==> src/design/mbsp_pkg.sv <==
// Package for the MIDI byte stream parser: constants, code types and result struct.
// Has no dependencies; the core, the output stage, the top unit and the test files use it.
package mbsp_pkg;

   localparam int PORTS = 16;
   localparam logic [4:0] PORT_LIMIT = 5'(PORTS);

   localparam logic [3:0] TYPE_NONE = 4'h0;
   localparam logic [3:0] TYPE_NOTE_OFF = 4'h8;
   localparam logic [3:0] TYPE_NOTE_ON = 4'h9;
   localparam logic [3:0] TYPE_SYSTEM = 4'hF;

   typedef enum logic [2:0] {
      SYS_SYSEX = 3'd0,
      SYS_TIME_CODE = 3'd1,
      SYS_SONG_POSITION = 3'd2,
      SYS_SONG_SELECT = 3'd3,
      SYS_UNDEFINED_4 = 3'd4,
      SYS_UNDEFINED_5 = 3'd5,
      SYS_TUNE_REQUEST = 3'd6,
      SYS_END_EXCLUSIVE = 3'd7
   } sys_code_type;

   typedef struct packed {
      logic [3:0] msg_type;
      logic [7:0] channel;
      logic [6:0] data_one;
      logic [6:0] data_two;
      logic       is_note;
   } result_type;

   // Number of data bytes for a channel message, indexed by the low three
   // bits of its type nibble.
   function automatic logic [1:0] data_count(input logic [2:0] type_low);
      logic [1:0] count;
      case (type_low)
         3'd4, 3'd5: count = 2'd1;
         3'd7:       count = 2'd0;
         default:    count = 2'd2;
      endcase
      return count;
   endfunction

endpackage

==> src/design/mbsp_if.sv <==
// Valid/ready channel interfaces for the byte input and the message output.
// Depends on no other file; the result field widths are written out here.
interface mbsp_req_if;
   logic       valid;
   logic       ready;
   logic [7:0] in_byte;

   modport source (output valid, output in_byte, input ready);
   modport sink (input valid, input in_byte, output ready);
endinterface

interface mbsp_rsp_if;
   logic       valid;
   logic       ready;
   logic [3:0] msg_type;
   logic [7:0] channel;
   logic [6:0] data_one;
   logic [6:0] data_two;
   logic       is_note;

   modport source (output valid, output msg_type, output channel, output data_one,
                   output data_two, output is_note, input ready);
   modport sink (input valid, input msg_type, input channel, input data_one,
                 input data_two, input is_note, output ready);
endinterface

==> src/design/midi_byte_stream_parser_unit.sv <==
// MIDI byte stream parser with running status: one byte in, at most one message out.
// An accepted byte passes the input register and the core into the output register.
// Throughput is one byte per cycle while the output stage has space for a message.
// Synchronous reset clears the parser state and both stage valid flags.
// Depends on mbsp_pkg, mbsp_if and the input, core and output stage modules.
module midi_byte_stream_parser_unit (
   input  logic      clock,
   input  logic      reset,
   mbsp_req_if.sink  req,
   mbsp_rsp_if.source rsp
);

   logic                 byte_valid;
   logic [7:0]           byte_value;
   logic                 advance;
   logic                 space;
   logic                 result_valid;
   mbsp_pkg::result_type result;

   assign advance = byte_valid && space;

   mbsp_input_stage u_input (
      .clock      (clock),
      .reset      (reset),
      .req        (req),
      .advance    (advance),
      .byte_valid (byte_valid),
      .byte_value (byte_value)
   );

   mbsp_parser_core u_core (
      .clock        (clock),
      .reset        (reset),
      .advance      (advance),
      .byte_value   (byte_value),
      .result_valid (result_valid),
      .result       (result)
   );

   mbsp_output_stage u_output (
      .clock  (clock),
      .reset  (reset),
      .load   (advance && result_valid),
      .result (result),
      .space  (space),
      .rsp    (rsp)
   );

endmodule

==> src/design/mbsp_input_stage.sv <==
// Input register that holds one accepted byte until the parser core takes it.
// Depends on mbsp_if.
module mbsp_input_stage (
   input  logic       clock,
   input  logic       reset,
   mbsp_req_if.sink   req,
   input  logic       advance,
   output logic       byte_valid,
   output logic [7:0] byte_value
);

   logic       valid_ff, valid_in;
   logic [7:0] byte_ff;

   assign req.ready = !valid_ff || advance;
   assign valid_in = (req.valid && req.ready) ? 1'b1 : (advance ? 1'b0 : valid_ff);

   always_ff @(posedge clock) begin
      if (reset) begin
         valid_ff <= 1'b0;
      end else begin
         valid_ff <= valid_in;
      end
   end

   always_ff @(posedge clock) begin
      if (req.valid && req.ready) begin
         byte_ff <= req.in_byte;
      end
   end

   assign byte_valid = valid_ff;
   assign byte_value = byte_ff;

endmodule

==> src/design/mbsp_parser_core.sv <==
// Running status parser: holds the message state and decodes one byte per cycle while advance is high.
// Depends on mbsp_pkg.
module mbsp_parser_core (
   input  logic                clock,
   input  logic                reset,
   input  logic                advance,
   input  logic [7:0]          byte_value,
   output logic                result_valid,
   output mbsp_pkg::result_type result
);

   logic [3:0] type_ff, type_in;
   logic [7:0] channel_ff, channel_in;
   logic [6:0] first_ff, first_in;
   logic [6:0] second_ff, second_in;
   logic [1:0] seen_ff, seen_in;
   logic [1:0] needed_ff, needed_in;
   logic       sysex_ff, sysex_in;
   logic       discard_ff, discard_in;
   logic       port_ff, port_in;
   logic [1:0] seen_next;
   mbsp_pkg::sys_code_type sys_code;

   always_comb begin
      type_in = type_ff;
      channel_in = channel_ff;
      first_in = first_ff;
      second_in = second_ff;
      seen_in = seen_ff;
      needed_in = needed_ff;
      sysex_in = sysex_ff;
      discard_in = discard_ff;
      port_in = port_ff;
      result_valid = 1'b0;
      seen_next = 2'(seen_ff + 2'd1);
      sys_code = mbsp_pkg::sys_code_type'(byte_value[2:0]);
      result.msg_type = type_ff;
      result.channel = channel_ff;
      result.data_one = first_ff;
      result.data_two = 7'd0;
      result.is_note = (type_ff == mbsp_pkg::TYPE_NOTE_OFF) ||
                       (type_ff == mbsp_pkg::TYPE_NOTE_ON);

      if (byte_value[7]) begin
         if (port_ff) begin
            // A status byte right after a channel status names the port.
            port_in = 1'b0;
            if ({1'b0, byte_value[3:0]} < mbsp_pkg::PORT_LIMIT) begin
               channel_in = 8'(channel_ff + {byte_value[3:0], 4'd0});
            end
         end else if (byte_value[7:4] == mbsp_pkg::TYPE_SYSTEM) begin
            if (!byte_value[3]) begin
               sysex_in = 1'b0;
               unique case (sys_code)
                  mbsp_pkg::SYS_SYSEX: begin
                     sysex_in = 1'b1;
                  end
                  mbsp_pkg::SYS_TIME_CODE, mbsp_pkg::SYS_SONG_SELECT,
                  mbsp_pkg::SYS_SONG_POSITION: begin
                     type_in = mbsp_pkg::TYPE_SYSTEM;
                     channel_in = {5'd0, byte_value[2:0]};
                     needed_in = (sys_code == mbsp_pkg::SYS_SONG_POSITION) ? 2'd2 : 2'd1;
                     seen_in = 2'd0;
                     discard_in = 1'b0;
                  end
                  mbsp_pkg::SYS_UNDEFINED_4, mbsp_pkg::SYS_UNDEFINED_5: begin
                     discard_in = 1'b1;
                     seen_in = 2'd0;
                  end
                  default: begin
                  end
               endcase
            end
         end else begin
            sysex_in = 1'b0;
            discard_in = 1'b0;
            type_in = byte_value[7:4];
            channel_in = {4'd0, byte_value[3:0]};
            needed_in = mbsp_pkg::data_count(byte_value[6:4]);
            seen_in = 2'd0;
            port_in = 1'b1;
         end
      end else begin
         port_in = 1'b0;
         if (!sysex_ff && !discard_ff && (type_ff != mbsp_pkg::TYPE_NONE)) begin
            if (seen_ff == 2'd0) begin
               first_in = byte_value[6:0];
            end else begin
               second_in = byte_value[6:0];
            end
            if (seen_next < needed_ff) begin
               seen_in = seen_next;
            end else begin
               seen_in = 2'd0;
               result_valid = 1'b1;
               result.data_one = (seen_ff == 2'd0) ? byte_value[6:0] : first_ff;
               result.data_two = (needed_ff < 2'd2) ? 7'd0 :
                                 ((seen_ff == 2'd0) ? second_ff : byte_value[6:0]);
            end
         end
      end
   end

   always_ff @(posedge clock) begin
      if (reset) begin
         type_ff <= mbsp_pkg::TYPE_NONE;
         channel_ff <= 8'd0;
         first_ff <= 7'd0;
         second_ff <= 7'd0;
         seen_ff <= 2'd0;
         needed_ff <= 2'd0;
         sysex_ff <= 1'b0;
         discard_ff <= 1'b0;
         port_ff <= 1'b0;
      end else if (advance) begin
         type_ff <= type_in;
         channel_ff <= channel_in;
         first_ff <= first_in;
         second_ff <= second_in;
         seen_ff <= seen_in;
         needed_ff <= needed_in;
         sysex_ff <= sysex_in;
         discard_ff <= discard_in;
         port_ff <= port_in;
      end
   end

endmodule

==> src/design/mbsp_output_stage.sv <==
// Result register that holds one message until the output channel takes it.
// Depends on mbsp_pkg and mbsp_if.
module mbsp_output_stage (
   input  logic                clock,
   input  logic                reset,
   input  logic                load,
   input  mbsp_pkg::result_type result,
   output logic                space,
   mbsp_rsp_if.source          rsp
);

   logic                 valid_ff, valid_in;
   mbsp_pkg::result_type result_ff;

   assign space = !valid_ff || rsp.ready;
   assign valid_in = load ? 1'b1 : (rsp.ready ? 1'b0 : valid_ff);

   always_ff @(posedge clock) begin
      if (reset) begin
         valid_ff <= 1'b0;
      end else begin
         valid_ff <= valid_in;
      end
   end

   always_ff @(posedge clock) begin
      if (load) begin
         result_ff <= result;
      end
   end

   assign rsp.valid = valid_ff;
   assign rsp.msg_type = result_ff.msg_type;
   assign rsp.channel = result_ff.channel;
   assign rsp.data_one = result_ff.data_one;
   assign rsp.data_two = result_ff.data_two;
   assign rsp.is_note = result_ff.is_note;

endmodule

==> src/flat_wrapper.sv <==
// flat-port wrapper written by rule: the top's interface ports become plain ports
module midi_byte_stream_parser_unit_flat 
  (clock, reset, req_valid, req_in_byte, req_ready, rsp_valid, rsp_msg_type, rsp_channel, rsp_data_one, rsp_data_two, rsp_is_note, rsp_ready);
  mbsp_req_if req_i ();
  mbsp_rsp_if rsp_i ();
  input  logic clock;
  input  logic reset;
  input wire logic [$bits(req_i.valid)-1:0] req_valid;
  input wire logic [$bits(req_i.in_byte)-1:0] req_in_byte;
  output wire logic [$bits(req_i.ready)-1:0] req_ready;
  output wire logic [$bits(rsp_i.valid)-1:0] rsp_valid;
  output wire logic [$bits(rsp_i.msg_type)-1:0] rsp_msg_type;
  output wire logic [$bits(rsp_i.channel)-1:0] rsp_channel;
  output wire logic [$bits(rsp_i.data_one)-1:0] rsp_data_one;
  output wire logic [$bits(rsp_i.data_two)-1:0] rsp_data_two;
  output wire logic [$bits(rsp_i.is_note)-1:0] rsp_is_note;
  input wire logic [$bits(rsp_i.ready)-1:0] rsp_ready;
  assign req_i.valid = req_valid;
  assign req_i.in_byte = req_in_byte;
  assign req_ready = req_i.ready;
  assign rsp_valid = rsp_i.valid;
  assign rsp_msg_type = rsp_i.msg_type;
  assign rsp_channel = rsp_i.channel;
  assign rsp_data_one = rsp_i.data_one;
  assign rsp_data_two = rsp_i.data_two;
  assign rsp_is_note = rsp_i.is_note;
  assign rsp_i.ready = rsp_ready;
  midi_byte_stream_parser_unit u_core (.clock(clock), .reset(reset), .req(req_i), .rsp(rsp_i));
endmodule
==> config.mk <==
export PLATFORM = sky130hd
export DESIGN_NAME = midi_byte_stream_parser_unit_flat
export DESIGN_NICKNAME = d
export VERILOG_FILES = /design/src/design/mbsp_pkg.sv /design/src/design/mbsp_if.sv /design/src/design/midi_byte_stream_parser_unit.sv /design/src/design/mbsp_input_stage.sv /design/src/design/mbsp_parser_core.sv /design/src/design/mbsp_output_stage.sv /design/src/flat_wrapper.sv
export SDC_FILE = /design/constraint.sdc
export NUM_CORES = 1
export LEC_CHECK = 0
export BUFFER_PORTS_ARGS = -buffer_cell sky130_fd_sc_hd__buf_2
export CAP_MARGIN = 15
export CORE_UTILIZATION = 60
export DETAILED_ROUTE_END_ITERATION = 7
export PLACE_DENSITY_LB_ADDON = 0.08
export SLEW_MARGIN = 20
export SYNTH_ARGS = -nofsm -noshare
export SYNTH_HDL_FRONTEND = slang
export SYNTH_SLANG_ARGS = --single-unit
==> constraint.sdc <==
create_clock -name clock -period 3.3 [get_ports clock]
set_input_delay 0.165 -clock clock [delete_from_list [all_inputs] [get_ports clock]]
set_output_delay 0.165 -clock clock [all_outputs]
set_load 0.02 [all_outputs]
==> results of run 1 <==
critical path, cell delays in order (launching register included):
cell and delay [ns]:
edfxtp_1 0.49, nor3_1 0.32, and4_1 0.56, and2_4 0.49
layout by cell type (no fill, tap or decap), types with 2 or more instances in the layout:
| cell type | n |
|---|---|
| buf_2 | 40 |
| dfxtp_1 | 35 |
| edfxtp_1 | 35 |
| a21oi_1 | 34 |
| nand3_1 | 24 |
| o21ai_0 | 24 |
| nor2_1 | 11 |
| clkbuf_8 | 11 |
| mux2i_1 | 8 |
| dlygate4sd3_1 | 8 |
| nand2_1 | 7 |
| inv_1 | 7 |
| mux2_2 | 7 |
| ha_1 | 5 |
| nor3_1 | 4 |
| nand4b_1 | 4 |
| a21o_1 | 3 |
| nand4_1 | 3 |
| or2_2 | 3 |
| o21a_1 | 3 |
| clkinv_2 | 3 |
| and2_1 | 2 |
| nand3_2 | 2 |
| o311ai_0 | 2 |
| o41ai_1 | 2 |
| or4_1 | 2 |
| and3_1 | 2 |
per-stage QoR:
| stage | hold WS, ns | setup WS, ns | area, sq um | total power (uW) | instances |
|---|---|---|---|---|---|
| after detailed placement | 0.344 | 1.12 | 3180 | 1060 | 358 |
| after global placement | 0.341 | 1.21 | 3180 | 1060 | 358 |
| after floorplan | 0.264 | 1.43 | 2980 | 1030 | 269 |
| final | 0.0455 | 1.09 | 3460 | 1750 | 382 |
| after CTS | 0.0304 | 1.11 | 3460 | 1760 | 382 |
| after global routing | 0.0446 | 0.953 | 3460 | 1800 | 382 |
flip-flops by register name, indices dropped and copies added, names as in the netlist:
| signal | cells |
|---|---|
| u_core.u_output.rsp.valid | 1 |
| u_core.u_output.rsp.data_two | 7 |
| u_core.u_output.rsp.msg_type | 4 |
| u_core.u_core.first_ff | 7 |
| u_core.u_output.rsp.channel | 8 |
| u_core.u_core.port_ff | 1 |
| u_core.u_core.seen_ff | 2 |
| u_core.u_core.channel_ff | 8 |
| u_core.u_core.type_ff | 4 |
| u_core.u_output.rsp.is_note | 1 |
| u_core.u_core.needed_ff | 2 |
| u_core.u_input.byte_value | 8 |
| u_core.u_core.sysex_ff | 1 |
| u_core.u_core.second_ff | 7 |
| u_core.u_input.byte_valid | 1 |
| u_core.u_core.discard_ff | 1 |
| u_core.u_output.rsp.data_one | 7 |
repair_timing:
| action | CTS | global route |
|---|---|---|
| setup buffers | 0 | 0 |
| hold endpoints to repair | 8 | 0 |
| setup endpoints to repair | 0 | 0 |
| hold buffers | 8 | 0 |
kinds of logic (layout without fill, tap and decap cells):
group | after synthesis | in the layout | synth area share [%]
muxes | 15 | 15 | 5.34
and+or+nand+nor | 75 | 75 | 14.3
adders and majority gates | 6 | 6 | 2.77
DFF | 70 | 70 | 58.8
AOI/OAI and AO/OA | 75 | 75 | 14.5
buffers and inverters | 27 | 73 | 3.91
xor gates and xnor gates | 1 | 1 | 0.294
per-layer routing:
layer | up-vias | part of all wire, %
met5 | - | 0
met4 | 0 | 2.0
met3 | 17 | 5.1
met2 | 85 | 46
met1 | 1077 | 47
li1 | 1081 | -
power by group:
group	total, uW	switching (uW)	internal (uW)
registers	956	25.8	930
clock network	692	306	387
logic	97.3	57.3	40.0
layout make-up:
class                   count  area (sq um)
flip-flops and latches     70          1750
multi-input cells         172          1110
clock inverters             4          45.0
well taps                  67          83.8
inverters                   8          30.0
clock buffers              12           155
fillers                   365          1290
repair buffers             49           288
worst max-delay path by stage:
stage / startpoint / endpoint / slack (ns) / cells past startpoint
after global routing: u_core.u_input.byte_value[7]$_DFFE_PP_ / u_core.u_output.rsp.channel[1]$_DFFE_PP_ / 0.95 / 3
after detailed placement: u_core.u_input.byte_value[7]$_DFFE_PP_ / u_core.u_output.rsp.channel[0]$_DFFE_PP_ / 1.12 / 3
final: u_core.u_input.byte_value[7]$_DFFE_PP_ / u_core.u_output.rsp.channel[3]$_DFFE_PP_ / 1.09 / 3
after CTS: u_core.u_input.byte_value[7]$_DFFE_PP_ / u_core.u_output.rsp.msg_type[3]$_DFFE_PP_ / 1.11 / 3
after global placement: u_core.u_input.byte_value[7]$_DFFE_PP_ / u_core.u_output.rsp.channel[1]$_DFFE_PP_ / 1.21 / 3
after floorplan: u_core.u_core.seen_ff[0]$_SDFFE_PP0P_ / u_core.u_output.rsp.data_one[0]$_DFFE_PP_ / 1.43 / 6
==> impl_results.rst, run 1 <==
.. list-table::
   :header-rows: 1

   * - Metric
     - Value
   * - Total inserted antenna cells
     - 0
   * - CTS clk-pin slew, worst paths
     - 0.07 ns
   * - Total clock buffers created by CTS
     - 9
   * - Root buffer selected by CTS
     - clkbuf_8
   * - RSZ-0062 raised after global routing
     - no
   * - First drt pass iteration count
     - 4
   * - Largest net degree at the start of global routing
     - 34
   * - Count of instances resized after the clock tree is built
     - 0
   * - Number of unique standard cell types used by synthesis
     - 50
   * - Total number of vias
     - 2,260
   * - Number of endpoints failing setup at the final stage
     - 0
   * - EDFF count, synth
     - 35
   * - Standard-cell rows
     - 25
   * - Syn-to-layout area delta
     - 16.3%
   * - Post-synthesis cell area
     - 2980 sq um
   * - Net count, final
     - 328
   * - Fraction of synthesis flops using an asynchronous set or reset pin
     - 0%
   * - Global Route Usage Sum
     - 25.8%
   * - Clock skew after layout
     - 0.00850 ns
   * - Post-detailed-route count of antenna-violating nets
     - 0
   * - Outcome
     - completed
   * - Worst endpoint required time
     - 3.30 ns
   * - Number of buffers inserted by port buffering
     - 40
   * - Static leakage power
     - 0.00129 uW
   * - Hold EP
     - u_core.u_input.byte_valid$_SDFFE_PP0P_
   * - Num Clock Sinks
     - 70
   * - Post-DP HPWL
     - 3980 microns
   * - Pwr Density
     - 504 nW/um^2
   * - Sum of negative setup slack
     - 0 ns
   * - Clock period minus final worst setup slack
     - 2.21 ns
   * - Number of placed I/O pins
     - 41
   * - Post-Syn Instances
     - 269
   * - Warnings from Yosys
     - 0
   * - Clock latency at the later pin of the worst-skew pair
     - 0.35 ns
   * - Number of vias per cell after detailed routing
     - 5.92
   * - DIE HEIGHT
     - 72.4 microns
   * - Share of Yosys cell area claimed by the top area cell type
     - 35.3%
   * - Reg-to-Reg End
     - u_core.u_output.rsp.channel[3]$_DFFE_PP_
   * - Worst IR drop on VDD
     - 462 uV
   * - GR Overflow Total
     - 0
   * - Worst-Margin Slew
     - 0.618 ns
   * - Overall die width
     - 72.4 microns
   * - Classification of the worst-slack hold path
     - input pin to flip-flop
   * - Gp weighted congestion
     - 0.890
   * - Register-to-Register Path Depth
     - 3
   * - Maximum level of the CTS H-tree
     - 3
   * - Overall die area
     - 5250 sq um
   * - Met1 track demand over resource
     - 35.2%
   * - Buffer depth of the longest clock path
     - 2
   * - Start point of the worst min-delay path
     - req_valid
   * - Wire length of the first global-routing pass
     - 9980 microns
   * - Wirelength, routed
     - 6250 microns
   * - CTS tree
     - built
   * - Met3 Resource Use GR
     - 6.25%
   * - Share of the core filled with cells in the final layout
     - 72.8%
   * - Crit path launch type
     - flip-flop
   * - WS Path Type
     - flip-flop to flip-flop
   * - Nets in the synthesized netlist
     - 287
   * - Fraction of layout instances using a drive strength above 1
     - 22.9%
   * - GRT busiest layer
     - met2
   * - M2 GR Usage
     - 39.8%
   * - Number of max-slew violations in the final report
     - 0
   * - Max Cap Violations
     - 0
   * - Minimum setup slack among reg-to-reg paths
     - 1.09 ns
   * - CP Capture Type
     - flip-flop
   * - Number of global-route vias before repair
     - 2,085
   * - Violation count after the first detailed-routing iteration
     - 165
   * - Cell type with the highest aggregate area in the netlist
     - edfxtp_1
   * - Top post-synthesis cells by count
     - dfxtp_1 (35), edfxtp_1 (35), a21oi_1 (34), nand3_1 (24), o21ai_0 (24)
   * - Critical path data arrival time
     - 2.21 ns
   * - Antenna violations before repair
     - 0
   * - Startpoint of the lowest-slack register-to-register path
     - u_core.u_input.byte_value[7]$_DFFE_PP_
   * - Fraction of the cycle the final worst path needs
     - 66.9%
   * - Endpoints failing hold
     - 0
   * - Initial core utilization
     - 62.6%
   * - Worst hold stages
     - 3
   * - Average instance area after synthesis
     - 11.1 sq um
   * - Slew Limit Headroom
     - 58.8%
   * - Commonest register cell after synthesis
     - edfxtp_1
   * - Standard cell core area
     - 4750 sq um
   * - Critical-path maximum fanout
     - 28
   * - Share of synthesized area occupied by flip-flops and latches
     - 58.8%
   * - Flop and latch count out of synthesis
     - 70
   * - Upper clock frequency limit
     - 453 MHz
   * - Routed wirelength normalized by instance count
     - 16.4 microns
   * - DRC violation count after routing
     - 0
   * - Top post-synthesis cells by area
     - edfxtp_1 (35%), dfxtp_1 (24%), a21oi_1 (5.7%)
Power figures use the tool's default switching activity.
==> run 2, diff against run 1 <==
--- a/config.mk
+++ b/config.mk
@@ -5,9 +5,10 @@
 export SDC_FILE = /design/constraint.sdc
 export NUM_CORES = 1
 export LEC_CHECK = 0
+export ABC_AREA = 1
 export BUFFER_PORTS_ARGS = -buffer_cell sky130_fd_sc_hd__buf_2
 export CAP_MARGIN = 15
-export CORE_UTILIZATION = 60
+export CORE_UTILIZATION = 57
 export DETAILED_ROUTE_END_ITERATION = 7
 export PLACE_DENSITY_LB_ADDON = 0.08
 export SLEW_MARGIN = 20
==> constraint.sdc (replaced) <==
create_clock -name clock -period 2.2 [get_ports clock]
set_input_delay 0.11 -clock clock [delete_from_list [all_inputs] [get_ports clock]]
set_output_delay 0.11 -clock clock [all_outputs]
set_load 0.02 [all_outputs]
==> run 2 against run 1 <==
Synthesized cell count increased by 30%. Register-to-register slack worse by 0.96 ns. Cell count is 25% higher. Utilization down 3.2 points. Critical path type unchanged. Critical endpoint is now u_core.u_output.rsp.data_one[4]$_DFFE_PP_. Largest power group unchanged.
==> impl_results.rst, run 2 <==
.. list-table::
   :header-rows: 1

   * - Metric
     - Value
   * - Sum of negative setup slack
     - 0 ns (unchanged)
   * - Net count, final
     - 421 (+28%)
   * - Total inserted antenna cells
     - 0 (unchanged)
   * - Average instance area after synthesis
     - 8.65 sq um (-22%)
   * - Power dissipated by switching net loads
     - 682 uW (+76%)
   * - Post-DP HPWL
     - 4380 microns (+9.9%)
   * - Flop and latch count out of synthesis
     - 70 (unchanged)
   * - Overall die area
     - 5590 sq um (+6.5%)
   * - Critical path data arrival time
     - 2.16 ns (-0.05 ns)
   * - Cell type with the highest aggregate area in the netlist
     - edfxtp_1
   * - Pwr Density
     - 742 nW/um^2 (+47%)
   * - GRT busiest layer
     - met2
   * - First drt pass iteration count
     - 5 (+1)
   * - Number of placed I/O pins
     - 41 (unchanged)
   * - Syn-to-layout area delta
     - 17.8%
   * - Fraction of layout instances using a drive strength above 1
     - 17.9% (-5.0 points)
   * - Initial core utilization
     - 59.1% (-3.5 points)
   * - CP Capture Type
     - flip-flop
   * - Post-detailed-route count of antenna-violating nets
     - 0 (unchanged)
   * - Top-count cell post-synth
     - nand2_1
   * - Clock period minus final worst setup slack
     - 2.06 ns (-0.144 ns)
   * - Wirelength, routed
     - 6390 microns (+2.3%)
   * - Fraction of power consumed by sequential logic
     - 55.1% (+0.3 points)
   * - Largest net degree at the start of global routing
     - 28 (-18%)
   * - Share of synthesized area occupied by flip-flops and latches
     - 58.0% (-0.81 points)
   * - Series of cell instances along the critical path
     - inv_1 > ha_1 > ha_1 > a21oi_1 > nor2_2 > nand2_1 > clkinvlp_4 > buf_4
   * - DIE HEIGHT
     - 74.8 microns (+3.2%)
   * - Gp weighted congestion
     - 0.914 (+2.8%)
   * - Worst-Margin Slew
     - 0.381 ns (-0.237 ns)
   * - Antenna violations before repair
     - 0 (unchanged)
   * - Met3 Resource Use GR
     - 4.42% (-1.8 points)
   * - Classification of the worst-slack hold path
     - input pin to flip-flop
   * - GR Overflow Total
     - 0 (unchanged)
   * - CP most frequent cell
     - ha_1
   * - Number of endpoints failing setup at the final stage
     - 0 (unchanged)
   * - Warnings from Yosys
     - 0 (unchanged)
   * - EDFF count, synth
     - 35 (unchanged)
   * - Clock latency at the later pin of the worst-skew pair
     - 0.34 ns (about the same)
   * - Cell count after placement
     - 454 (+27%)
   * - Fraction of synthesis flops using an asynchronous set or reset pin
     - 0% (unchanged)
   * - Number of vias per cell after detailed routing
     - 5.14 (-13%)
   * - Compound-Gate Fraction of Synth Area
     - 7.75% (-6.8 points)
   * - Number of global-route vias before repair
     - 2,274 (+9.1%)
   * - Commonest register cell after synthesis
     - edfxtp_1
   * - Adder and majority gate portion of the synthesized area
     - 2.74% (-0.038 points)
   * - Number of buffers inserted by port buffering
     - 40 (unchanged)
   * - Simple logic cell fraction of the synthesized area
     - 23.9% (+9.6 points)
   * - Number of max-slew violations in the final report
     - 0 (unchanged)
   * - Max Cap Violations
     - 0 (unchanged)
   * - Multiplexer share of the synthesized area
     - 0.332% (-5.0 points)
   * - Share of Yosys cell area claimed by the top area cell type
     - 34.8% (-0.48 points)
   * - Crit path launch type
     - flip-flop
   * - CTS clk-pin slew, worst paths
     - 0.07 ns (about the same)
   * - CTS tree
     - built
   * - Switching share of power
     - 25.8% (+3.6 points)
   * - Worst slack after detailed placement
     - 0.166 ns (-0.954 ns)
   * - Violation count after the first detailed-routing iteration
     - 191 (+16%)
   * - Root buffer selected by CTS
     - clkbuf_8
   * - Nets in the synthesized netlist
     - 367 (+28%)
   * - Cell type of the slowest stage on the worst timing path
     - dfxtp_1
   * - Slack of the critical path
     - 0.138 ns (-0.956 ns)
   * - Global Route Usage Sum
     - 26.1% (+0.25 points)
   * - WS Path Type
     - flip-flop to flip-flop
   * - Top post-synthesis cells by count
     - nand2_1 (96), nor2_1 (54), dfxtp_1 (35), edfxtp_1 (35), inv_1 (27)
   * - Slew Limit Headroom
     - 74.6% (+16 points)
   * - Endpoints failing hold
     - 0 (unchanged)
   * - Overall die width
     - 74.8 microns (+3.2%)
   * - Clock skew after layout
     - 0.00630 ns (-0.00220 ns)
   * - Total clock buffers created by CTS
     - 9 (unchanged)
   * - Upper clock frequency limit
     - 485 MHz (+7.0%)
   * - Routed wirelength normalized by instance count
     - 13.4 microns (-18%)
   * - Standard-cell rows
     - 26 (+4.0%)
   * - Met1 track demand over resource
     - 34.5% (-0.74 points)
   * - Clk pwr share
     - 33.8% (-5.9 points)
   * - M2 GR Usage
     - 40.9% (+1.2 points)
   * - Final Instance Count excl. Fillers
     - 478 (+25%)
   * - Post-Syn Instances
     - 349 (+30%)
   * - Share of the core filled with cells in the final layout
     - 69.6% (-3.2 points)
   * - Top post-synthesis cells by area
     - edfxtp_1 (35%), dfxtp_1 (23%), nand2_1 (12%)
   * - Leading cell types in the layout, fill and taps excluded
     - nand2_1 (96), nor2_1 (53), buf_2 (40)
   * - Leading cell type in the layout, fill and taps excluded
     - nand2_1
   * - Internal
     - 1960 uW (+44%)
   * - Maximum level of the CTS H-tree
     - 3 (unchanged)
   * - Outcome
     - completed
   * - Worst IR drop on VDD
     - 431 uV (-6.7%)
   * - Static leakage power
     - 0.00150 uW (+16%)
   * - Buffer and inverter count on the worst path
     - 3 (+3)
   * - Cell class contributing the biggest share of worst-path delay
     - adder cells
   * - Dominant combinational cell family by area after synthesis
     - simple AND/OR/NAND/NOR gates
   * - Total number of vias
     - 2,457 (+8.7%)
   * - Stage delay of the slowest cell on the critical path
     - 0.33 ns (-0.23 ns)
   * - Worst endpoint required time
     - 2.30 ns (-1.00 ns)
   * - Post-synthesis cell area
     - 3020 sq um (+1.4%)
   * - Wire length of the first global-routing pass
     - 10,400 microns (+4.4%)
   * - Buffer depth of the longest clock path
     - 2 (unchanged)
   * - Number of buffers added for setup after CTS
     - 0 (unchanged)
   * - Critical-path maximum fanout
     - 11 (-61%)
   * - Standard cell core area
     - 5110 sq um (+7.4%)
   * - DRC violation count after routing
     - 0 (unchanged)
   * - Num Clock Sinks
     - 70 (unchanged)
   * - Number of unique standard cell types used by synthesis
     - 27 (-46%)
   * - Fraction of the cycle the final worst path needs
     - 93.7% (+27 points)
   * - Xor-xnor portion of the synthesized cell area
     - 0.871% (+0.58 points)
   * - Portion of total power attributed to combinational logic
     - 11.1% (+5.5 points)
-- run 2: layout make-up --
cell class,instances,area [sq um]
clock buffers,14,153
clock inverters,2,8.76
fillers,415,1550
inverters,36,139
multi-input cells,232,1080
flip-flops and latches,70,1750
well taps,70,87.6
repair buffers,54,338
-- run 2: final timing paths --
check,endpoint,slack [ns],start,cells after the start
hold reg to reg,u_core.u_output.rsp.channel[0]$_DFFE_PP_,0.43,u_core.u_core.channel_ff[0]$_SDFFE_PP0P_,0
setup / recovery,u_core.u_output.rsp.data_one[4]$_DFFE_PP_,0.14,u_core.u_core.seen_ff[0]$_SDFFE_PP0P_,8
hold / removal,u_core.u_input.byte_valid$_SDFFE_PP0P_,0.04,req_valid,3
setup reg to reg,u_core.u_output.rsp.data_one[4]$_DFFE_PP_,0.14,u_core.u_core.seen_ff[0]$_SDFFE_PP0P_,8
-- run 2: cells by family after synthesis --
logic type | count (synthesis)
xor+xnor | 3
flops | 70
simple gates | 177
buf+inv | 47
compound gates | 45
mux | 1
fa+ha+maj | 6
-- run 2: power groups by stage --
stage	logic, uW	clock network (uW)	registers (uW)
floorplan	194	0	1490
global placement	271	0	1480
detailed placement	279	0	1480
CTS	291	896	1450
global route	338	949	1460
finish	293	893	1450
-- run 2: metal layers --
metal	routed length (microns)	vias up
li1	-	1235
met1	2910	1124
met2	2930	80
met3	359	18
met4	192	0
met5	0	-
-- run 2: worst register-to-register path, cell delays in order, from the launching register on --
cell,delay (ns)
dfxtp_1,0.33
inv_1,0.07
ha_1,0.32
ha_1,0.28
a21oi_1,0.26
nor2_2,0.10
nand2_1,0.14
clkinvlp_4,0.13
buf_4,0.19
-- run 2: stage by stage --
stage          area [sq um]  hold WS (ns)  power [uW]
2_1_floorplan          3020         0.209        1680
3_3_place_gp           3310         0.287        1750
3_5_place_dp           3310         0.289        1760
4_1_cts                3550        0.0363        2640
5_1_grt                3550        0.0505        2750
6_report               3550        0.0412        2640
-- run 2: repair_timing --
| action | 4_1_cts | 5_1_grt |
|---|---|---|
| hold endpoints to repair | 8 | 0 |
| resized for setup | 0 | 1 |
| setup endpoints to repair | 0 | 11 |
| hold buffers | 8 | 0 |
